[src/rtl/petok_pkg.sv]
`default_nettype none

package petok_pkg;

  // Longest token text held in the token store
  localparam int TOKEN_SIZE = 32;

  // Token kinds
  localparam logic [5:0] K_END   = 6'd0;
  localparam logic [5:0] K_ANY   = 6'd1;
  localparam logic [5:0] K_WHITE = 6'd2;
  localparam logic [5:0] K_NEWL  = 6'd3;
  localparam logic [5:0] K_DIGIT = 6'd4;
  localparam logic [5:0] K_ALPHA = 6'd5;
  localparam logic [5:0] K_SQ    = 6'd6;
  localparam logic [5:0] K_DQ    = 6'd7;
  localparam logic [5:0] K_NOT   = 6'd8;
  localparam logic [5:0] K_POUND = 6'd9;
  localparam logic [5:0] K_MOD   = 6'd10;
  localparam logic [5:0] K_AND   = 6'd11;
  localparam logic [5:0] K_LPAR  = 6'd12;
  localparam logic [5:0] K_RPAR  = 6'd13;
  localparam logic [5:0] K_MULT  = 6'd14;
  localparam logic [5:0] K_ADD   = 6'd15;
  localparam logic [5:0] K_COMMA = 6'd16;
  localparam logic [5:0] K_SUB   = 6'd17;
  localparam logic [5:0] K_DIV   = 6'd18;
  localparam logic [5:0] K_COLON = 6'd19;
  localparam logic [5:0] K_LESS  = 6'd20;
  localparam logic [5:0] K_EQUAL = 6'd21;
  localparam logic [5:0] K_GREAT = 6'd22;
  localparam logic [5:0] K_QMARK = 6'd23;
  localparam logic [5:0] K_BSL   = 6'd24;
  localparam logic [5:0] K_XOR   = 6'd25;
  localparam logic [5:0] K_OR    = 6'd26;
  localparam logic [5:0] K_COMPL = 6'd27;
  localparam logic [5:0] K_NEQ   = 6'd28;
  localparam logic [5:0] K_RSH   = 6'd29;
  localparam logic [5:0] K_GEQ   = 6'd30;
  localparam logic [5:0] K_LSH   = 6'd31;
  localparam logic [5:0] K_LEQ   = 6'd32;

  // Error codes
  localparam logic [1:0] ERR_NONE = 2'd0;
  localparam logic [1:0] ERR_LONG = 2'd1;
  localparam logic [1:0] ERR_OPEN = 2'd2;

  // Characters
  localparam logic [7:0] CH_NUL   = 8'h00;
  localparam logic [7:0] CH_NL    = 8'h0A;
  localparam logic [7:0] CH_SPACE = 8'h20;
  localparam logic [7:0] CH_BANG  = 8'h21;
  localparam logic [7:0] CH_STAR  = 8'h2A;
  localparam logic [7:0] CH_SLASH = 8'h2F;
  localparam logic [7:0] CH_LT    = 8'h3C;
  localparam logic [7:0] CH_EQ    = 8'h3D;
  localparam logic [7:0] CH_GT    = 8'h3E;
  localparam logic [7:0] CH_BSL   = 8'h5C;

  typedef enum logic [1:0] {SRC_LIT, SRC_BYTE, SRC_RAM} src_e;

  typedef struct packed {
    logic [7:0] ch;
    logic [5:0] kind;
    logic       last;
    logic [1:0] err;
  } item_t;

  // Controller to datapath
  typedef struct packed {
    logic  take;
    logic  store;
    logic  close;
    logic  restart;
    logic  clr;
    logic  quote_ld;
    logic  pop;
    logic  push;
    src_e  src;
    item_t item;
  } cmd_t;

  // Datapath to controller
  typedef struct packed {
    logic       eoi;
    logic [5:0] cls;
    logic       is_eq;
    logic       is_gt;
    logic       is_lt;
    logic       is_star;
    logic       is_slash;
    logic       is_bsl;
    logic       is_nl;
    logic       is_quote;
    logic       cnt_cap;
    logic       str_room;
    logic       dump_last;
    logic       out_free;
  } stat_t;

  // Character class of a source byte
  function automatic logic [5:0] byte_class(logic [7:0] b);
    logic [5:0] k;
    k = K_ANY;
    if (b[7]) begin
      k = K_ANY;
    end else if (b >= 8'h30 && b <= 8'h39) begin
      k = K_DIGIT;
    end else if ((b >= 8'h41 && b <= 8'h5A) || (b >= 8'h61 && b <= 8'h7A) || b == 8'h5F) begin
      k = K_ALPHA;
    end else begin
      case (b)
        8'h00:        k = K_END;
        8'h09, 8'h20: k = K_WHITE;
        8'h0A, 8'h14: k = K_NEWL;
        8'h21:        k = K_NOT;
        8'h22:        k = K_DQ;
        8'h23:        k = K_POUND;
        8'h25:        k = K_MOD;
        8'h26:        k = K_AND;
        8'h27:        k = K_SQ;
        8'h28:        k = K_LPAR;
        8'h29:        k = K_RPAR;
        8'h2A:        k = K_MULT;
        8'h2B:        k = K_ADD;
        8'h2C:        k = K_COMMA;
        8'h2D:        k = K_SUB;
        8'h2F:        k = K_DIV;
        8'h3A:        k = K_COLON;
        8'h3C:        k = K_LESS;
        8'h3D:        k = K_EQUAL;
        8'h3E:        k = K_GREAT;
        8'h3F:        k = K_QMARK;
        8'h5C:        k = K_BSL;
        8'h5E:        k = K_XOR;
        8'h7C:        k = K_OR;
        8'h7E:        k = K_COMPL;
        default:      k = K_ANY;
      endcase
    end
    return k;
  endfunction

endpackage

`default_nettype wire

[src/rtl/petok_if.sv]
`default_nettype none

interface petok_in_if;
  logic       valid;
  logic       ready;
  logic [7:0] src_byte;
  logic       end_of_input;

  modport source (output valid, output src_byte, output end_of_input, input ready);
  modport sink (input valid, input src_byte, input end_of_input, output ready);
endinterface

interface petok_out_if;
  logic       valid;
  logic       ready;
  logic [7:0] tok_char;
  logic [5:0] tok_kind;
  logic       tok_last;
  logic [1:0] tok_error;

  modport source (output valid, output tok_char, output tok_kind, output tok_last,
                  output tok_error, input ready);
  modport sink (input valid, input tok_char, input tok_kind, input tok_last,
                input tok_error, output ready);
endinterface

`default_nettype wire

[src/rtl/petok_ram.sv]
`default_nettype none

module petok_ram #(
  parameter int Width = 8,
  parameter int Depth = 32
) (
  input  wire logic                     clk_i,
  input  wire logic                     we_i,
  input  wire logic [$clog2(Depth)-1:0] waddr_i,
  input  wire logic [Width-1:0]         wdata_i,
  input  wire logic [$clog2(Depth)-1:0] raddr_i,
  output logic      [Width-1:0]         rdata_o
);

  logic [Width-1:0] mem_q [Depth];

  // Write port and registered read port
  always_ff @(posedge clk_i) begin
    if (we_i) begin
      mem_q[waddr_i] <= wdata_i;
    end
    rdata_o <= mem_q[raddr_i];
  end

endmodule

`default_nettype wire

[src/rtl/petok_dp.sv]
`default_nettype none

module petok_dp #(
  parameter int TokenSize = petok_pkg::TOKEN_SIZE
) (
  input  wire logic             clk_i,
  input  wire logic             rst_ni,
  input  wire petok_pkg::cmd_t  cmd_i,
  output petok_pkg::stat_t      stat_o,
  input  wire logic [7:0]       src_byte_i,
  input  wire logic             end_of_input_i,
  output logic                  out_valid_o,
  input  wire logic             out_ready_i,
  output petok_pkg::item_t      out_item_o
);

  localparam int CW = $clog2(TokenSize + 1);
  localparam int AW = $clog2(TokenSize);
  localparam logic [CW-1:0] SizeM1 = CW'(TokenSize - 1);
  localparam logic [CW-1:0] SizeM2 = CW'(TokenSize - 2);
  localparam logic [CW-1:0] SizeW  = CW'(TokenSize);

  logic [7:0]    byte_q, quote_q;
  logic          eoi_q;
  logic [CW-1:0] cnt_q, cnt_d, rd_q, rd_d, close_at;
  logic          we;
  logic [CW-1:0] waddr;
  logic [7:0]    rdata;
  logic          out_valid_q;
  logic          out_free;
  petok_pkg::item_t out_q;

  // Hold the accepted byte and the open quote
  always_ff @(posedge clk_i) begin
    if (cmd_i.take) begin
      byte_q <= src_byte_i;
      eoi_q  <= end_of_input_i;
    end
    if (cmd_i.quote_ld) begin
      quote_q <= byte_q;
    end
  end

  // Store write address and fill count
  always_comb begin
    close_at = (cnt_q < SizeW) ? cnt_q : SizeM1;
    we       = cmd_i.store | cmd_i.close | cmd_i.restart;
    waddr    = cnt_q;
    cnt_d    = cnt_q;
    if (cmd_i.restart) begin
      waddr = '0;
      cnt_d = CW'(1);
    end else if (cmd_i.close) begin
      waddr = close_at;
      cnt_d = close_at + CW'(1);
    end else if (cmd_i.store) begin
      cnt_d = cnt_q + CW'(1);
    end else if (cmd_i.clr || (cmd_i.pop && stat_o.dump_last)) begin
      cnt_d = '0;
    end
  end

  // Advance the read pointer, rewind after the last character
  always_comb begin
    rd_d = rd_q;
    if (cmd_i.pop) begin
      rd_d = stat_o.dump_last ? '0 : rd_q + CW'(1);
    end
  end

  always_ff @(posedge clk_i or negedge rst_ni) begin
    if (!rst_ni) begin
      cnt_q       <= '0;
      rd_q        <= '0;
      out_valid_q <= 1'b0;
    end else begin
      cnt_q <= cnt_d;
      rd_q  <= rd_d;
      if (cmd_i.push) begin
        out_valid_q <= 1'b1;
      end else if (out_ready_i) begin
        out_valid_q <= 1'b0;
      end
    end
  end

  petok_ram #(
    .Width (8),
    .Depth (TokenSize)
  ) u_store (
    .clk_i   (clk_i),
    .we_i    (we),
    .waddr_i (waddr[AW-1:0]),
    .wdata_i (byte_q),
    .raddr_i (rd_d[AW-1:0]),
    .rdata_o (rdata)
  );

  // Load the output register
  always_ff @(posedge clk_i) begin
    if (cmd_i.push) begin
      out_q.kind <= cmd_i.item.kind;
      out_q.last <= cmd_i.item.last;
      out_q.err  <= cmd_i.item.err;
      unique case (cmd_i.src)
        petok_pkg::SRC_BYTE: out_q.ch <= byte_q;
        petok_pkg::SRC_RAM:  out_q.ch <= rdata;
        default:             out_q.ch <= cmd_i.item.ch;
      endcase
    end
  end

  assign out_free    = !out_valid_q || out_ready_i;
  assign out_valid_o = out_valid_q;
  assign out_item_o  = out_q;

  // Status toward the controller
  always_comb begin
    stat_o.eoi       = eoi_q;
    stat_o.cls       = petok_pkg::byte_class(byte_q);
    stat_o.is_eq     = byte_q == petok_pkg::CH_EQ;
    stat_o.is_gt     = byte_q == petok_pkg::CH_GT;
    stat_o.is_lt     = byte_q == petok_pkg::CH_LT;
    stat_o.is_star   = byte_q == petok_pkg::CH_STAR;
    stat_o.is_slash  = byte_q == petok_pkg::CH_SLASH;
    stat_o.is_bsl    = byte_q == petok_pkg::CH_BSL;
    stat_o.is_nl     = byte_q == petok_pkg::CH_NL;
    stat_o.is_quote  = byte_q == quote_q;
    stat_o.cnt_cap   = cnt_q == SizeM1;
    stat_o.str_room  = cnt_q < SizeM2;
    stat_o.dump_last = (rd_q + CW'(1)) == cnt_q;
    stat_o.out_free  = out_free;
  end

  a_cnt_bound: assert property (@(posedge clk_i) disable iff (!rst_ni) cnt_q <= SizeW)
    else $error("token count beyond store size");
  a_push_free: assert property (@(posedge clk_i) disable iff (!rst_ni)
    cmd_i.push |-> out_free)
    else $error("push into an occupied output register");
  a_pop_range: assert property (@(posedge clk_i) disable iff (!rst_ni)
    cmd_i.pop |-> (rd_q < cnt_q))
    else $error("store read past fill count");

endmodule

`default_nettype wire

[src/rtl/petok_ctrl.sv]
`default_nettype none

module petok_ctrl (
  input  wire logic             clk_i,
  input  wire logic             rst_ni,
  input  wire logic             in_valid_i,
  output logic                  in_ready_o,
  input  wire petok_pkg::stat_t stat_i,
  output petok_pkg::cmd_t       cmd_o
);

  typedef enum logic [2:0] {S_IN, S_EVAL, S_DUMP, S_CHA, S_CHB, S_TAIL} state_e;
  typedef enum logic [3:0] {
    M_IDLE, M_WORD, M_STR, M_ESC, M_NOT, M_GT, M_LT, M_EQ, M_SLASH, M_BLOCK, M_STAR, M_LINE
  } mode_e;

  state_e state_q, state_d;
  mode_e  mode_q, mode_d;
  logic [5:0] pk_q, pk_d;
  logic       ovf_q, ovf_d;
  logic       dump_q, dump_d, a_v_q, a_v_d, b_v_q, b_v_d, idle_q, idle_d;
  logic [1:0] derr_q, derr_d;
  petok_pkg::item_t a_q, a_d, b_q, b_d;
  logic idle_req, idle_emit, is_word;

  function automatic petok_pkg::item_t lit(logic [7:0] ch, logic [5:0] kind,
                                           logic last, logic [1:0] err);
    petok_pkg::item_t it;
    it.ch   = ch;
    it.kind = kind;
    it.last = last;
    it.err  = err;
    return it;
  endfunction

  function automatic state_e chain(logic av, logic bv, logic iv);
    state_e s;
    if (av)      s = S_CHA;
    else if (bv) s = S_CHB;
    else if (iv) s = S_TAIL;
    else         s = S_IN;
    return s;
  endfunction

  assign is_word = stat_i.cls == petok_pkg::K_ALPHA || stat_i.cls == petok_pkg::K_DIGIT;

  always_comb begin
    cmd_o    = '0;
    state_d  = state_q;
    mode_d   = mode_q;
    pk_d     = pk_q;
    ovf_d    = ovf_q;
    dump_d   = dump_q;
    derr_d   = derr_q;
    a_v_d    = a_v_q;
    a_d      = a_q;
    b_v_d    = b_v_q;
    b_d      = b_q;
    idle_d   = idle_q;
    idle_req = 1'b0;
    idle_emit = 1'b0;
    in_ready_o = state_q == S_IN;

    unique case (state_q)
      S_IN: begin
        cmd_o.take = in_valid_i;
        if (in_valid_i) state_d = S_EVAL;
      end

      S_EVAL: begin
        dump_d = 1'b0;
        derr_d = petok_pkg::ERR_NONE;
        a_v_d  = 1'b0;
        b_v_d  = 1'b0;
        idle_d = 1'b0;
        if (stat_i.eoi) begin
          // Flush the pending token, then the end token
          mode_d = M_IDLE;
          b_v_d  = 1'b1;
          b_d    = lit(petok_pkg::CH_NUL, petok_pkg::K_END, 1'b1, petok_pkg::ERR_NONE);
          cmd_o.clr = mode_q != M_WORD;
          unique case (mode_q)
            M_WORD: dump_d = 1'b1;
            M_STR, M_ESC, M_LINE: begin
              a_v_d = 1'b1;
              a_d = lit(petok_pkg::CH_NL, petok_pkg::K_NEWL, 1'b1, petok_pkg::ERR_NONE);
            end
            M_NOT: begin
              a_v_d = 1'b1;
              a_d = lit(petok_pkg::CH_BANG, petok_pkg::K_NOT, 1'b1, petok_pkg::ERR_NONE);
            end
            M_GT: begin
              a_v_d = 1'b1;
              a_d = lit(petok_pkg::CH_GT, petok_pkg::K_GREAT, 1'b1, petok_pkg::ERR_NONE);
            end
            M_LT: begin
              a_v_d = 1'b1;
              a_d = lit(petok_pkg::CH_LT, petok_pkg::K_LESS, 1'b1, petok_pkg::ERR_NONE);
            end
            M_EQ: begin
              a_v_d = 1'b1;
              a_d = lit(petok_pkg::CH_EQ, petok_pkg::K_ANY, 1'b1, petok_pkg::ERR_NONE);
            end
            M_SLASH: begin
              a_v_d = 1'b1;
              a_d = lit(petok_pkg::CH_SLASH, petok_pkg::K_DIV, 1'b1, petok_pkg::ERR_NONE);
            end
            M_BLOCK, M_STAR: begin
              a_v_d = 1'b1;
              a_d = lit(petok_pkg::CH_SPACE, petok_pkg::K_WHITE, 1'b1, petok_pkg::ERR_OPEN);
            end
            default: ;
          endcase
          state_d = dump_d ? S_DUMP : chain(a_v_d, 1'b1, 1'b0);
        end else begin
          unique case (mode_q)
            M_WORD: begin
              dump_d = 1'b1;
              if (is_word) begin
                cmd_o.store = 1'b1;
                dump_d = stat_i.cnt_cap;
                if (stat_i.cnt_cap) mode_d = M_IDLE;
              end else begin
                mode_d = M_IDLE;
                idle_d = 1'b1;
              end
            end
            M_STR: begin
              if (stat_i.is_quote) begin
                cmd_o.close = 1'b1;
                dump_d = 1'b1;
                derr_d = ovf_q ? petok_pkg::ERR_LONG : petok_pkg::ERR_NONE;
                ovf_d  = 1'b0;
                mode_d = M_IDLE;
              end else if (stat_i.is_nl) begin
                cmd_o.clr = 1'b1;
                ovf_d  = 1'b0;
                a_v_d  = 1'b1;
                a_d = lit(petok_pkg::CH_NL, petok_pkg::K_NEWL, 1'b1, petok_pkg::ERR_NONE);
                mode_d = M_IDLE;
              end else begin
                cmd_o.store = stat_i.str_room;
                if (!stat_i.str_room) ovf_d = 1'b1;
                if (stat_i.is_bsl) mode_d = M_ESC;
              end
            end
            M_ESC: begin
              cmd_o.store = stat_i.str_room;
              if (!stat_i.str_room) ovf_d = 1'b1;
              mode_d = M_STR;
            end
            M_NOT: begin
              mode_d = M_IDLE;
              a_v_d  = 1'b1;
              if (stat_i.is_eq) begin
                a_d = lit(petok_pkg::CH_BANG, petok_pkg::K_NEQ, 1'b0, petok_pkg::ERR_NONE);
                b_v_d = 1'b1;
                b_d = lit(petok_pkg::CH_EQ, petok_pkg::K_NEQ, 1'b1, petok_pkg::ERR_NONE);
              end else begin
                a_d = lit(petok_pkg::CH_BANG, petok_pkg::K_NOT, 1'b1, petok_pkg::ERR_NONE);
                idle_d = 1'b1;
              end
            end
            M_GT: begin
              mode_d = M_IDLE;
              a_v_d  = 1'b1;
              if (stat_i.is_gt || stat_i.is_eq) begin
                a_d = lit(petok_pkg::CH_GT, stat_i.is_gt ? petok_pkg::K_RSH : petok_pkg::K_GEQ,
                          1'b0, petok_pkg::ERR_NONE);
                b_v_d = 1'b1;
                b_d = lit(stat_i.is_gt ? petok_pkg::CH_GT : petok_pkg::CH_EQ,
                          stat_i.is_gt ? petok_pkg::K_RSH : petok_pkg::K_GEQ,
                          1'b1, petok_pkg::ERR_NONE);
              end else begin
                a_d = lit(petok_pkg::CH_GT, petok_pkg::K_GREAT, 1'b1, petok_pkg::ERR_NONE);
                idle_d = 1'b1;
              end
            end
            M_LT: begin
              mode_d = M_IDLE;
              a_v_d  = 1'b1;
              if (stat_i.is_lt || stat_i.is_eq) begin
                a_d = lit(petok_pkg::CH_LT, stat_i.is_lt ? petok_pkg::K_LSH : petok_pkg::K_LEQ,
                          1'b0, petok_pkg::ERR_NONE);
                b_v_d = 1'b1;
                b_d = lit(stat_i.is_lt ? petok_pkg::CH_LT : petok_pkg::CH_EQ,
                          stat_i.is_lt ? petok_pkg::K_LSH : petok_pkg::K_LEQ,
                          1'b1, petok_pkg::ERR_NONE);
              end else begin
                a_d = lit(petok_pkg::CH_LT, petok_pkg::K_LESS, 1'b1, petok_pkg::ERR_NONE);
                idle_d = 1'b1;
              end
            end
            M_EQ: begin
              mode_d = M_IDLE;
              a_v_d  = 1'b1;
              if (stat_i.is_eq) begin
                a_d = lit(petok_pkg::CH_EQ, petok_pkg::K_EQUAL, 1'b0, petok_pkg::ERR_NONE);
                b_v_d = 1'b1;
                b_d = lit(petok_pkg::CH_EQ, petok_pkg::K_EQUAL, 1'b1, petok_pkg::ERR_NONE);
              end else begin
                a_d = lit(petok_pkg::CH_EQ, petok_pkg::K_ANY, 1'b1, petok_pkg::ERR_NONE);
                idle_d = 1'b1;
              end
            end
            M_SLASH: begin
              if (stat_i.is_star) begin
                mode_d = M_BLOCK;
              end else if (stat_i.is_slash) begin
                mode_d = M_LINE;
              end else begin
                mode_d = M_IDLE;
                a_v_d  = 1'b1;
                a_d = lit(petok_pkg::CH_SLASH, petok_pkg::K_DIV, 1'b1, petok_pkg::ERR_NONE);
                idle_d = 1'b1;
              end
            end
            M_BLOCK: begin
              if (stat_i.is_star) mode_d = M_STAR;
            end
            M_STAR: begin
              if (stat_i.is_slash) begin
                mode_d = M_IDLE;
                a_v_d  = 1'b1;
                a_d = lit(petok_pkg::CH_SPACE, petok_pkg::K_WHITE, 1'b1, petok_pkg::ERR_NONE);
              end else if (!stat_i.is_star) begin
                mode_d = M_BLOCK;
              end
            end
            M_LINE: begin
              if (stat_i.is_nl) begin
                mode_d = M_IDLE;
                a_v_d  = 1'b1;
                a_d = lit(petok_pkg::CH_NL, petok_pkg::K_NEWL, 1'b1, petok_pkg::ERR_NONE);
              end
            end
            default: idle_req = 1'b1;
          endcase
          if (!idle_req) begin
            state_d = dump_d ? S_DUMP : chain(a_v_d, b_v_d, idle_d);
          end
        end
      end

      S_DUMP: begin
        // Stream the stored token one character per transfer
        if (stat_i.out_free) begin
          cmd_o.push = 1'b1;
          cmd_o.pop  = 1'b1;
          cmd_o.src  = petok_pkg::SRC_RAM;
          cmd_o.item = lit(petok_pkg::CH_NUL, pk_q, stat_i.dump_last, derr_q);
          if (stat_i.dump_last) state_d = chain(a_v_q, b_v_q, idle_q);
        end
      end

      S_CHA: begin
        if (stat_i.out_free) begin
          cmd_o.push = 1'b1;
          cmd_o.item = a_q;
          state_d = chain(1'b0, b_v_q, idle_q);
        end
      end

      S_CHB: begin
        if (stat_i.out_free) begin
          cmd_o.push = 1'b1;
          cmd_o.item = b_q;
          state_d = chain(1'b0, 1'b0, idle_q);
        end
      end

      S_TAIL: idle_req = 1'b1;

      default: state_d = S_IN;
    endcase

    // Decode a byte from idle: open a token or pass a single character
    if (idle_req) begin
      idle_emit = !(is_word || stat_i.cls == petok_pkg::K_SQ || stat_i.cls == petok_pkg::K_DQ ||
                    stat_i.cls == petok_pkg::K_NOT || stat_i.cls == petok_pkg::K_GREAT ||
                    stat_i.cls == petok_pkg::K_LESS || stat_i.cls == petok_pkg::K_EQUAL ||
                    stat_i.cls == petok_pkg::K_DIV);
      if (!idle_emit || stat_i.out_free) begin
        state_d = S_IN;
        mode_d  = M_IDLE;
        if (is_word) begin
          cmd_o.restart = 1'b1;
          pk_d   = stat_i.cls;
          mode_d = M_WORD;
        end else if (stat_i.cls == petok_pkg::K_SQ || stat_i.cls == petok_pkg::K_DQ) begin
          cmd_o.restart  = 1'b1;
          cmd_o.quote_ld = 1'b1;
          pk_d   = stat_i.cls;
          ovf_d  = 1'b0;
          mode_d = M_STR;
        end else if (stat_i.cls == petok_pkg::K_NOT) begin
          mode_d = M_NOT;
        end else if (stat_i.cls == petok_pkg::K_GREAT) begin
          mode_d = M_GT;
        end else if (stat_i.cls == petok_pkg::K_LESS) begin
          mode_d = M_LT;
        end else if (stat_i.cls == petok_pkg::K_EQUAL) begin
          mode_d = M_EQ;
        end else if (stat_i.cls == petok_pkg::K_DIV) begin
          mode_d = M_SLASH;
        end else begin
          cmd_o.push = 1'b1;
          cmd_o.src  = petok_pkg::SRC_BYTE;
          cmd_o.item = lit(petok_pkg::CH_NUL, stat_i.cls, 1'b1, petok_pkg::ERR_NONE);
        end
      end
    end
  end

  // Hold state, lexer mode and the emission plan
  always_ff @(posedge clk_i or negedge rst_ni) begin
    if (!rst_ni) begin
      state_q <= S_IN;
      mode_q  <= M_IDLE;
      pk_q    <= '0;
      ovf_q   <= 1'b0;
      dump_q  <= 1'b0;
      derr_q  <= '0;
      a_v_q   <= 1'b0;
      b_v_q   <= 1'b0;
      idle_q  <= 1'b0;
    end else begin
      state_q <= state_d;
      mode_q  <= mode_d;
      pk_q    <= pk_d;
      ovf_q   <= ovf_d;
      dump_q  <= dump_d;
      derr_q  <= derr_d;
      a_v_q   <= a_v_d;
      b_v_q   <= b_v_d;
      idle_q  <= idle_d;
    end
  end

  always_ff @(posedge clk_i) begin
    a_q <= a_d;
    b_q <= b_d;
  end

  a_take_eval: assert property (@(posedge clk_i) disable iff (!rst_ni)
    cmd_o.take |=> state_q == S_EVAL)
    else $error("accepted byte not evaluated");
  a_ready_only_in: assert property (@(posedge clk_i) disable iff (!rst_ni)
    in_ready_o |-> !cmd_o.push)
    else $error("input taken while emitting");
  a_dump_from_store: assert property (@(posedge clk_i) disable iff (!rst_ni)
    (state_q == S_DUMP) |-> (mode_q == M_IDLE || mode_q == M_WORD))
    else $error("dump while a string or operator is pending");

endmodule

`default_nettype wire

[src/rtl/preprocessor_expression_tokenizer_unit.sv]
// Channel   Dir  Payload                                       Handshake
// in_i      in   src_byte[7:0], end_of_input                   valid/ready
// out_o     out  tok_char[7:0], tok_kind[5:0], tok_last,       valid/ready
//                tok_error[1:0]
//
// A byte passes through a capture state and then an evaluate state; a one-character token
// decoded from idle is loaded into the output register in the evaluate state itself.
// Every other emitted character passes through the single output register; a stored
// word or string streams from the token store one per cycle while the receiver is ready.
// A byte that ends a word or a pending operator is decoded in a later tail state.
// Output stalls hold the controller in its emit state; no input is taken then.
// Reset is asynchronous, active low; the token store needs no clearing.
`default_nettype none

module preprocessor_expression_tokenizer_unit #(
  parameter int TokenSize = petok_pkg::TOKEN_SIZE
) (
  input  wire logic     clk_i,
  input  wire logic     rst_ni,
  petok_in_if.sink      in_i,
  petok_out_if.source   out_o
);

  petok_pkg::cmd_t  cmd;
  petok_pkg::stat_t stat;
  petok_pkg::item_t out_item;

  petok_ctrl u_ctrl (
    .clk_i      (clk_i),
    .rst_ni     (rst_ni),
    .in_valid_i (in_i.valid),
    .in_ready_o (in_i.ready),
    .stat_i     (stat),
    .cmd_o      (cmd)
  );

  petok_dp #(
    .TokenSize (TokenSize)
  ) u_dp (
    .clk_i          (clk_i),
    .rst_ni         (rst_ni),
    .cmd_i          (cmd),
    .stat_o         (stat),
    .src_byte_i     (in_i.src_byte),
    .end_of_input_i (in_i.end_of_input),
    .out_valid_o    (out_o.valid),
    .out_ready_i    (out_o.ready),
    .out_item_o     (out_item)
  );

  assign out_o.tok_char  = out_item.ch;
  assign out_o.tok_kind  = out_item.kind;
  assign out_o.tok_last  = out_item.last;
  assign out_o.tok_error = out_item.err;

endmodule

`default_nettype wire

[src/flat_wrapper.sv]
// flat-port wrapper written by rule: the top's interface ports become plain ports
module preprocessor_expression_tokenizer_unit_flat 
#(
  parameter int TokenSize = petok_pkg::TOKEN_SIZE
)
  (clk_i, rst_ni, in_i_valid, in_i_src_byte, in_i_end_of_input, in_i_ready, out_o_valid, out_o_tok_char, out_o_tok_kind, out_o_tok_last, out_o_tok_error, out_o_ready);
  petok_in_if in_i_i ();
  petok_out_if out_o_i ();
  input  wire logic clk_i;
  input  wire logic rst_ni;
  input wire logic [$bits(in_i_i.valid)-1:0] in_i_valid;
  input wire logic [$bits(in_i_i.src_byte)-1:0] in_i_src_byte;
  input wire logic [$bits(in_i_i.end_of_input)-1:0] in_i_end_of_input;
  output wire logic [$bits(in_i_i.ready)-1:0] in_i_ready;
  output wire logic [$bits(out_o_i.valid)-1:0] out_o_valid;
  output wire logic [$bits(out_o_i.tok_char)-1:0] out_o_tok_char;
  output wire logic [$bits(out_o_i.tok_kind)-1:0] out_o_tok_kind;
  output wire logic [$bits(out_o_i.tok_last)-1:0] out_o_tok_last;
  output wire logic [$bits(out_o_i.tok_error)-1:0] out_o_tok_error;
  input wire logic [$bits(out_o_i.ready)-1:0] out_o_ready;
  assign in_i_i.valid = in_i_valid;
  assign in_i_i.src_byte = in_i_src_byte;
  assign in_i_i.end_of_input = in_i_end_of_input;
  assign in_i_ready = in_i_i.ready;
  assign out_o_valid = out_o_i.valid;
  assign out_o_tok_char = out_o_i.tok_char;
  assign out_o_tok_kind = out_o_i.tok_kind;
  assign out_o_tok_last = out_o_i.tok_last;
  assign out_o_tok_error = out_o_i.tok_error;
  assign out_o_i.ready = out_o_ready;
  preprocessor_expression_tokenizer_unit #(.TokenSize(TokenSize)) u_core (.clk_i(clk_i), .rst_ni(rst_ni), .in_i(in_i_i), .out_o(out_o_i));
endmodule
[config.mk]
export PLATFORM = sky130hd
export DESIGN_NAME = preprocessor_expression_tokenizer_unit_flat
export DESIGN_NICKNAME = d
export VERILOG_FILES = /design/src/rtl/petok_pkg.sv /design/src/rtl/petok_if.sv /design/src/rtl/petok_ram.sv /design/src/rtl/petok_dp.sv /design/src/rtl/petok_ctrl.sv /design/src/rtl/preprocessor_expression_tokenizer_unit.sv /design/src/flat_wrapper.sv
export SDC_FILE = /design/constraint.sdc
export NUM_CORES = 1
export LEC_CHECK = 0
export BUFFER_PORTS_ARGS = -buffer_cell sky130_fd_sc_hd__buf_2
export CAP_MARGIN = 20
export CORE_MARGIN = 2
export CORE_UTILIZATION = 55
export DETAILED_ROUTE_END_ITERATION = 10
export GPL_TIMING_DRIVEN = 1
export PLACE_DENSITY_LB_ADDON = 0.3
export SLEW_MARGIN = 20
export SYNTH_ARGS = -nofsm -noshare
export SYNTH_HDL_FRONTEND = slang
export SYNTH_SLANG_ARGS = --single-unit
[constraint.sdc]
create_clock -name clk_i -period 4.8 [get_ports clk_i]
set_clock_uncertainty 0.05 [all_clocks]
set_input_delay 0.48 -clock clk_i [delete_from_list [all_inputs] [get_ports clk_i]]
set_output_delay 0.48 -clock clk_i [all_outputs]
set_load 0.02 [all_outputs]
==> results.toml, run 1 <==
[pwr]
seqPwrFrac = 0.369
ir_drop_mv = 0.347
p_switching_mw = 4.19
combPwrFrac = 0.379
power_density_mw_per_mm2 = 601
leakagePower_nw = 6.37
power.internal_mw = 6.68
pwr-share-clk = 0.251
p_sw_frac = 0.386

[critical_path]
endpoint_kind = "register"
crit_type = "reg -> reg"
rr_startpoint = "u_core.u_ctrl.mode_q[0]$_DFF_PN0_"
worst-endpoint-arrival_ps = 4190
worstSetupStartpoint = "u_core.u_ctrl.mode_q[0]$_DFF_PN0_"
cp_max_fo = 14
crit_required_ps = 4910
cp-start-kind = "register"

[clock_tree]
cts_sinks = 355
cts_hold_buf = 0
insertion_delay_ps = 530
cts_resized = 0
htreeDepth = 2
root_buffer = "clkbuf_16"
numCtsBuffers = 37
postCtsSetupBuffers = 0
cts_tree = "built"
clk_pin_slew_ps = 60
clockBufferDepth = 3

[final_layout]
fin_nets = 1426
most-common-layout-cells = "edfxtp_1 (312), nand2_1 (215), nor2_1 (98)"
syn_to_final_growth_pct = 11.1
final_common_cell = "edfxtp_1"
n_fill_cell = 2317
n_antenna_cell = 0
drive_gt1_frac = 0.135

[logic_synthesis]
syn-cell-area_mm2 = 0.0163
ys_seq_elements = 355
yosys-top-cells-area = "edfxtp_1 (58%), nand2_1 (5.0%), dfrtp_1 (4.6%)"
async_reset_ff_frac = 0.0845
synthCells = 1365
netlist.area_leader.share = 0.575
synth_edf_count = 312
synth_cell_types = 83
yosysWarningCount = 0
synthFlopType = "edfxtp_1"
syn_avg_cell_area_um2 = 11.9
synth_area_leader_cell = "edfxtp_1"
syn_nets = 1387
synth-seq-area-share = 0.637

[global_routing]
grt_util_all_layers = 0.279
antenna_found_initial = 1
grt_pass1_vias = 11152
met3_usage = 0.0521
grtUsageMet1 = 0.403
grt.busiest_layer = "met2"
overflow = 0
grt_pass1_wl_um = 65500
use_met2 = 0.437
grt_max_degree = 67

[timing]
timing_hold_violations_final = 16
fin_setup_tns_ps = 0
slew_viol_final = 0
setup_viol = 0
fmax_mhz = 245
relSlewSlack = 0.373
timing.final.ws_setup_ps = 724
rsz0062_at_grt = "false"
period_needed_ps = 4080
worst_hold_slack_ps = -25.6
fin_crit_sh = 0.849
worstMarginPinSlew_ps = 932

[floorplan]
rows = 63
core_area_mm2 = 0.0294
die_x_um = 176
die_area_mm2 = 0.0310
start_util = 0.554
die_h_um = 176
ios = 32

[place]
hpwlAfterDp_um = 28400
place_ws_ps = 797
portBuffers = 31
gp_congestion = 0.995

[routing]
viasPerCell = 6.43
drt-initial-drc-count = 1629
antenna_left = 0
wl_per_cell_um = 23.5
drc = 0
finalWirelength_um = 42800
num_vias = 11707
first_pass_iters = 8

[run_status]
violations = "negative hold slack"
status = "complete, but fails checks"

[min_path]
min_path_type = "in -> async"

[run]
drv_cap = 0
## power groups by stage
stage | clock network, mW | logic, mW | registers, mW
after detailed placement | 0 | 4.04 | 4.07
after floorplan | 0 | 2.82 | 4.05
after global routing | 2.89 | 4.45 | 4.05
final | 2.73 | 4.12 | 4.02
after global placement | 0 | 3.97 | 4.06
after CTS | 2.76 | 4.07 | 4.01
## critical path, stage by stage, from the launching register on
cell and delay, ps:
dfrtp_1 580, nor2_1 250, nand2_1 150, a21boi_0 400
nor2_1 80, o21ai_0 550, nor2_1 260, nor3_1 410
nand3_1 300, nor2_1 690
## logic make-up after synthesis
logic type,synth area share
muxes,0.0309
adders and majority gates,0.00691
DFF,0.637
buffers and inverters,0.0290
AOI/OAI and AO/OA,0.126
and+or+nand+nor,0.157
xor gates and xnor gates,0.0132
## per-stage QoR
step            util  power (mW)  std cells  instance area (um2)
5_1_grt        0.616        11.4       1821                18100
4_1_cts        0.616        10.8       1821                18100
6_report       0.616        10.9       1821                18100
3_3_place_gp   0.577        8.04       1755                17000
3_5_place_dp   0.577        8.11       1755                17000
2_1_floorplan      -        6.87       1365                16300
## final timing paths
check                                                             end  slack, ps  cells after the start
min                               u_core.u_dp.out_valid_o$_DFFE_PN0P_        -30                      1
min reg2reg                         u_core.u_ctrl.pk_q[1]$_DFFE_PN0P_        430                      1
max in group asynchronous            u_core.u_dp.cnt_q[5]$_DFFE_PN0P_       4210                      1
max reg2reg                u_core.u_dp.u_store.mem_q[13][7]$_DFFE_PP_        720                      9
max                        u_core.u_dp.u_store.mem_q[13][7]$_DFFE_PP_        720                      9
min in group clk_i                        u_core.u_dp.eoi_q$_DFFE_PP_         90                      1
## flip-flops by register name, indices dropped and copies added, names as in the netlist, 5 cells and up, named ones only
| signal | flops |
|---|---|
| u_core.u_dp.out_item_o | 17 |
| u_core.u_ctrl.a_q | 14 |
| u_core.u_dp.byte_q | 8 |
| u_core.u_dp.u_store.rdata_o | 8 |
| u_core.u_dp.rd_q | 6 |
| u_core.u_dp.cnt_q | 6 |
| u_core.u_ctrl.b_q | 8 |
| u_core.u_dp.quote_q | 8 |
| u_core.u_dp.u_store.mem_q | 256 |
| u_core.u_ctrl.pk_q | 5 |
## layout make-up
type                    instances  area (um2)  share of cell area
clock buffers                  49         992              0.0548
clock inverters                17         160             0.00885
inverters                      16        60.1             0.00332
multi-input cells             906        5440               0.301
flip-flops and latches        355       10400               0.573
well taps                     390         488              0.0270
repair buffers                 88         583              0.0322
## routing by layer
| metal | up-vias | share of wire | wire, um |
|---|---|---|---|
| met5 | - | 0 | 0 |
| met4 | 0 | 0.026 | 1110 |
| met3 | 87 | 0.10 | 4310 |
| met2 | 670 | 0.46 | 19900 |
| met1 | 5726 | 0.41 | 17500 |
| li1 | 5224 | - | - |
## synth_stat cells, drive strengths merged, types with 12 or more instances
| library cell | count |
|---|---|
| nor3 | 30 |
| a21oi | 59 |
| buf | 45 |
| nand3 | 65 |
| o22ai | 13 |
| clkbuf | 43 |
| a31oi | 20 |
| xor2 | 16 |
| mux2i | 28 |
| and3 | 25 |
| nor2b | 16 |
| and2 | 13 |
| a22o | 12 |
| dfrtp | 30 |
| dfxtp | 13 |
| nand2 | 215 |
| nor2 | 100 |
| nand2b | 17 |
| edfxtp | 312 |
| o21ai | 45 |
| a211oi | 28 |
| inv | 16 |
| mux2 | 18 |
| a22oi | 15 |
(Power assumes the default switching activity.)
==> inputs of run 2 (changes only) <==
- clock period: 4.8 -> 3.75 ns (I/O delays scaled with it)
==> run 2 against run 1 <==
The run now ends clean; cell count is 3.5% higher; combinational power is 41% higher; fmax is 15% higher; flip-flop and latch count stayed put; first-iteration DRC count is 13% lower; final area is 3.4% higher; clock-buffer cell count is 6 lower.
==> results.toml, run 2 (same netlist as run 1, synthesis figures left out) <==
[run_status]
status = "finished clean"

[critical_path]
worst-endpoint-arrival_ps = 3910
path_cells = "ha_2 -> xor2_1 -> a211o_1 -> a211oi_2 -> buf_4 -> a31o_2 -> clkinv_2 -> mux2_2 -> a222oi_1 -> nor3_1 -> a211oi_1 -> nand3_1"
crit_required_ps = 4110
reg2reg_depth = 12
critPathBufInv = 2
crit_type = "reg -> reg"
rr_startpoint = "u_core.u_dp.rd_q[1]$_DFF_PN0_"
cp_max_fo = 14
cp-start-kind = "register"
slowest_stage = "dfrtp_1"
rrSetupSlack_ps = 200
path_delay_family = "compound AO/OA/AOI/OAI gates"
r2r-end = "u_core.u_dp.u_store.rdata_o[6]$_DFF_P_"
critPathMaxStageDelay_ps = 450
endpoint_kind = "register"

[final_layout]
fin_nets = 1488
final_common_cell = "edfxtp_1"
postLayoutCellArea_mm2 = 0.0187
n_antenna_cell = 0
largest-register = "u_core.u_dp.u_store.mem_q"
syn_to_final_growth_pct = 14.9
most-common-layout-cells = "edfxtp_1 (312), nand2_1 (215), buf_4 (106)"
largest_register_ffs = 256
drive_gt1_frac = 0.171

[routing]
drc = 0
wl_per_cell_um = 23.0
viasPerCell = 6.33
num_vias = 11935
drt-initial-drc-count = 1424
first_pass_iters = 6
finalWirelength_um = 43300
antenna_left = 0

[global_routing]
grt_max_degree = 67
grt_pass1_vias = 11449
overflow = 0
grt_util_all_layers = 0.280
antenna_found_initial = 1
grt_pass1_wl_um = 66000

[floorplan]
die_area_mm2 = 0.0310
die_x_um = 176
ios = 32
die_h_um = 176
rows = 63
start_util = 0.554
core_area_mm2 = 0.0294

[place]
placed_area_mm2 = 0.0174
hpwlAfterDp_um = 29400
gp_congestion = 0.961
portBuffers = 31

[clock_tree]
htreeDepth = 2
insertion_delay_ps = 550
cts_sinks = 355
clockBufferDepth = 3
cts_tree = "built"
root_buffer = "clkbuf_16"
numCtsBuffers = 37
clk_pin_slew_ps = 60

[min_path]
min_path_type = "in -> reg"
min_from = "in_i_src_byte[3]"
whs_endpoint = "u_core.u_dp.byte_q[3]$_DFFE_PP_"
hold_depth = 1

[timing]
fmax_mhz = 281
timing_hold_violations_final = 0
relSlewSlack = 0.443
slew_viol_final = 0
setup_viol = 0
fin_setup_tns_ps = 0
fin_crit_sh = 0.948
period_needed_ps = 3550
rsz0062_at_grt = "false"
worstMarginPinSlew_ps = 835

[pwr]
power_density_mw_per_mm2 = 778
leakagePower_nw = 6.73
ir_drop_mv = 0.513

[run]
drv_cap = 0
==> run 2: report_power, final <==
part           switching (mW)  internal (mW)  total, mW
combinational            3.72           2.07       5.80
clock                    1.53           2.15       3.69
sequential              0.306           4.78       5.09
==> run 2: what timing repair did <==
| item | CTS | global route |
|---|---|---|
| endpoints found under the setup margin | 0 | 2 |
| hold buffers | 9 | 0 |
| setup buffers | 0 | 0 |
| resized for setup | 0 | 4 |
| endpoints found under the hold margin | 38 | 0 |
==> run 2: worst reg2reg max path, delay by kind of cell (launching register included) <==
kind	cells	cell delay [ps]
AO/OA/AOI/OAI	5	1330
buffers and inverters	2	460
flip-flops	1	450
multiplexers	1	370
adder cells (fa/ha/maj)	1	350
AND/OR/NAND/NOR	2	280
XOR/XNOR	1	170
==> run 2: worst max-delay path by stage <==
stage | startpoint | end | slack, ps | cells after the start
2_1_floorplan | u_core.u_dp.byte_q[5]$_DFFE_PP_ | u_core.u_dp.u_store.mem_q[29][0]$_DFFE_PP_ | 30 | 11
3_3_place_gp | u_core.u_dp.rd_q[1]$_DFF_PN0_ | u_core.u_dp.u_store.rdata_o[6]$_DFF_P_ | 240 | 14
3_5_place_dp | u_core.u_dp.rd_q[1]$_DFF_PN0_ | u_core.u_dp.u_store.rdata_o[5]$_DFF_P_ | 160 | 13
4_1_cts | u_core.u_dp.rd_q[1]$_DFF_PN0_ | u_core.u_dp.u_store.rdata_o[5]$_DFF_P_ | 120 | 13
5_1_grt | u_core.u_dp.byte_q[2]$_DFFE_PP_ | u_core.u_dp.u_store.mem_q[30][0]$_DFFE_PP_ | 30 | 10
6_report | u_core.u_dp.rd_q[1]$_DFF_PN0_ | u_core.u_dp.u_store.rdata_o[6]$_DFF_P_ | 200 | 12
==> run 2: layer usage <==
metal	track usage	up-vias	share of wire	routed length (um)
li1	-	5363	-	-
met1	0.403	5875	0.42	18200
met2	0.432	610	0.45	19600
met3	0.0607	85	0.099	4270
met4	0.0885	2	0.029	1250
met5	0	-	0.00030	13
==> run 2: cell type report <==
type / count / area [um2]
Fill cell: 2230 / 10700
Sequential cell: 355 / 10400
Multi-Input combinational cell: 906 / 5450
Timing Repair Buffer: 150 / 1110
Clock buffer: 43 / 970
Tap cell: 390 / 488
Clock inverter: 25 / 255
Inverter: 16 / 61.3
==> run 2: per-stage QoR <==
stage               hold WS [ps]  power (mW)  utilization  setup slack (ps)  std cells
floorplan                   29.4        8.79            -              28.1       1365
global placement             411        10.7        0.591               240       1808
detailed placement           417        10.8        0.591               158       1808
CTS                         4.73        14.5        0.636               116       1885
global route                11.8        15.2        0.637              30.6       1885
finish                      10.5        14.6        0.637               196       1885
==> inputs of run 3 (changes only) <==
- BUFFER_PORTS_ARGS: -buffer_cell sky130_fd_sc_hd__buf_2 -> default
- DONT_BUFFER_PORTS: default -> 1
==> run 3 against run 2 <==
Largest cell class unchanged; power fell by 0.49%; cell count fell by 1.6%; highest routed layer is now met4; first-iteration DRC count rose by 12%; clock-buffer cell count rose by 8; combinational power fell by 3%; register-to-register slack got worse by 50 ps.
==> results.toml, run 3 (same netlist as run 1, synthesis figures left out) <==
[place]
numPlacedInstances = 1767
place_ws_ps = 27.1
hpwlAfterDp_um = 28900
gp_congestion = 0.974
portBuffers = 0
placed_area_mm2 = 0.0172

[floorplan]
start_util = 0.554
die_area_mm2 = 0.0310
core_area_mm2 = 0.0294
die_x_um = 176
die_h_um = 176
ios = 32
rows = 63

[clock_tree]
cts_tree = "built"
root_buffer = "clkbuf_16"
cts_sinks = 355
clk_pin_slew_ps = 60
clockBufferDepth = 3
htreeDepth = 2
insertion_delay_ps = 530
numCtsBuffers = 38

[run]
drv_cap = 0

[timing]
rsz0062_at_grt = "false"
timing_hold_violations_final = 0
worst_hold_slack_ps = 109
setup_viol = 0
slew_viol_final = 0
worstMarginPinSlew_ps = 777
period_needed_ps = 3610
fin_setup_tns_ps = 0
fin_crit_sh = 0.961
relSlewSlack = 0.480
fmax_mhz = 277
timing.final.ws_setup_ps = 145

[critical_path]
crit_type = "reg -> reg"
critPathMaxStageDelay_ps = 630
cp_max_fo = 16
path_delay_family = "simple AND/OR/NAND/NOR gates"
slowest_stage = "or4_1"
crit_required_ps = 4140
endpoint_kind = "register"
path_cells = "buf_4 -> nand3_1 -> nor4_4 -> buf_4 -> xor2_4 -> buf_12 -> mux2i_1 -> o2bb2ai_1 -> a22o_1 -> a211oi_1 -> or4_1 -> nor3_1"
critPathBufInv = 3
cp_common_cell = "buf_4"
cp-start-kind = "register"
worst-endpoint-arrival_ps = 4000

[routing]
finalWirelength_um = 43400
viasPerCell = 6.34
drt-initial-drc-count = 1596
antenna_left = 0
num_vias = 11746
first_pass_iters = 7
drc = 0
wl_per_cell_um = 23.4

[global_routing]
grt_util_all_layers = 0.280
grt_max_degree = 67
overflow = 0
grt_pass1_vias = 11151
antenna_found_initial = 1
grt_pass1_wl_um = 65900

[final_layout]
fin_nets = 1458
n_antenna_cell = 0
largest-register = "u_core.u_dp.u_store.mem_q"
instances_no_fill = 1854
postLayoutCellArea_mm2 = 0.0186
final_common_cell = "edfxtp_1"
syn_to_final_growth_pct = 14.4
most-common-layout-cells = "edfxtp_1 (312), nand2_1 (215), buf_4 (102)"
drive_gt1_frac = 0.153
fin_util = 0.634
largest_register_ffs = 256

[pwr]
p_switching_mw = 5.53
power.internal_mw = 8.97
leakagePower_nw = 6.63
pwr-share-clk = 0.256
power_density_mw_per_mm2 = 778
power_mw = 14.5
combPwrFrac = 0.386
seqPwrFrac = 0.357
p_sw_frac = 0.381
ir_drop_mv = 0.506

[run_status]
status = "finished clean"

[min_path]
min_path_type = "in -> reg"
run 3: changes by cell type in the layout (fill, tap and decap cells not counted), sizes merged:
cell / before / now
buf: 141 / 108
clkbuf: 43 / 52
clkinv: 19 / 11
clkinvlp: 2 / 1
dlygate4sd3: 9 / 10
inv: 16 / 17
run 3: area by class of cell:
cell class / instances / area [um2]
Tap cell: 390 / 488
Clock inverter: 17 / 201
Multi-Input combinational cell: 906 / 5480
Fill cell: 2228 / 10800
Clock buffer: 51 / 1030
Inverter: 16 / 62.6
Timing Repair Buffer: 119 / 1000
Sequential cell: 355 / 10400
run 3: power by group through the flow:
stage | Sequential, mW | Combinational (mW) | Clock, mW
CTS | 5.17 | 5.38 | 3.75
global placement | 5.24 | 5.24 | 0
finish | 5.18 | 5.60 | 3.72
detailed placement | 5.25 | 5.32 | 0
global route | 5.21 | 6.03 | 3.90
floorplan | 5.18 | 3.61 | 0
run 3: final timing paths:
kind,depth (start not counted),to,slack [ps],from
hold reg to reg,1,u_core.u_ctrl.pk_q[2]$_DFFE_PN0P_,430,u_core.u_ctrl.pk_q[2]$_DFFE_PN0P_
max in group asynchronous,2,u_core.u_dp.rd_q[2]$_DFF_PN0_,3180,rst_ni
setup reg to reg,12,u_core.u_dp.u_store.rdata_o[2]$_DFF_P_,140,u_core.u_dp.rd_q[0]$_DFF_PN0_
setup / recovery,12,u_core.u_dp.u_store.rdata_o[2]$_DFF_P_,140,u_core.u_dp.rd_q[0]$_DFF_PN0_
min in group asynchronous,2,u_core.u_ctrl.pk_q[4]$_DFFE_PN0P_,260,rst_ni
hold / removal,2,register,110,in_i_src_byte[6]
run 3: what timing repair did:
item	CTS	global route
setup endpoints to repair	0	35
buffers inserted	0	7
resized for setup	0	10
hold buffers	11	0
hold endpoints to repair	39	0
run 3: routing by layer:
layer,global-route usage,share of wire,up-vias
li1,-,-,5291
met1,0.401,0.42,5780
met2,0.430,0.46,586
met3,0.0640,0.096,89
met4,0.0871,0.027,0
met5,0,0,-
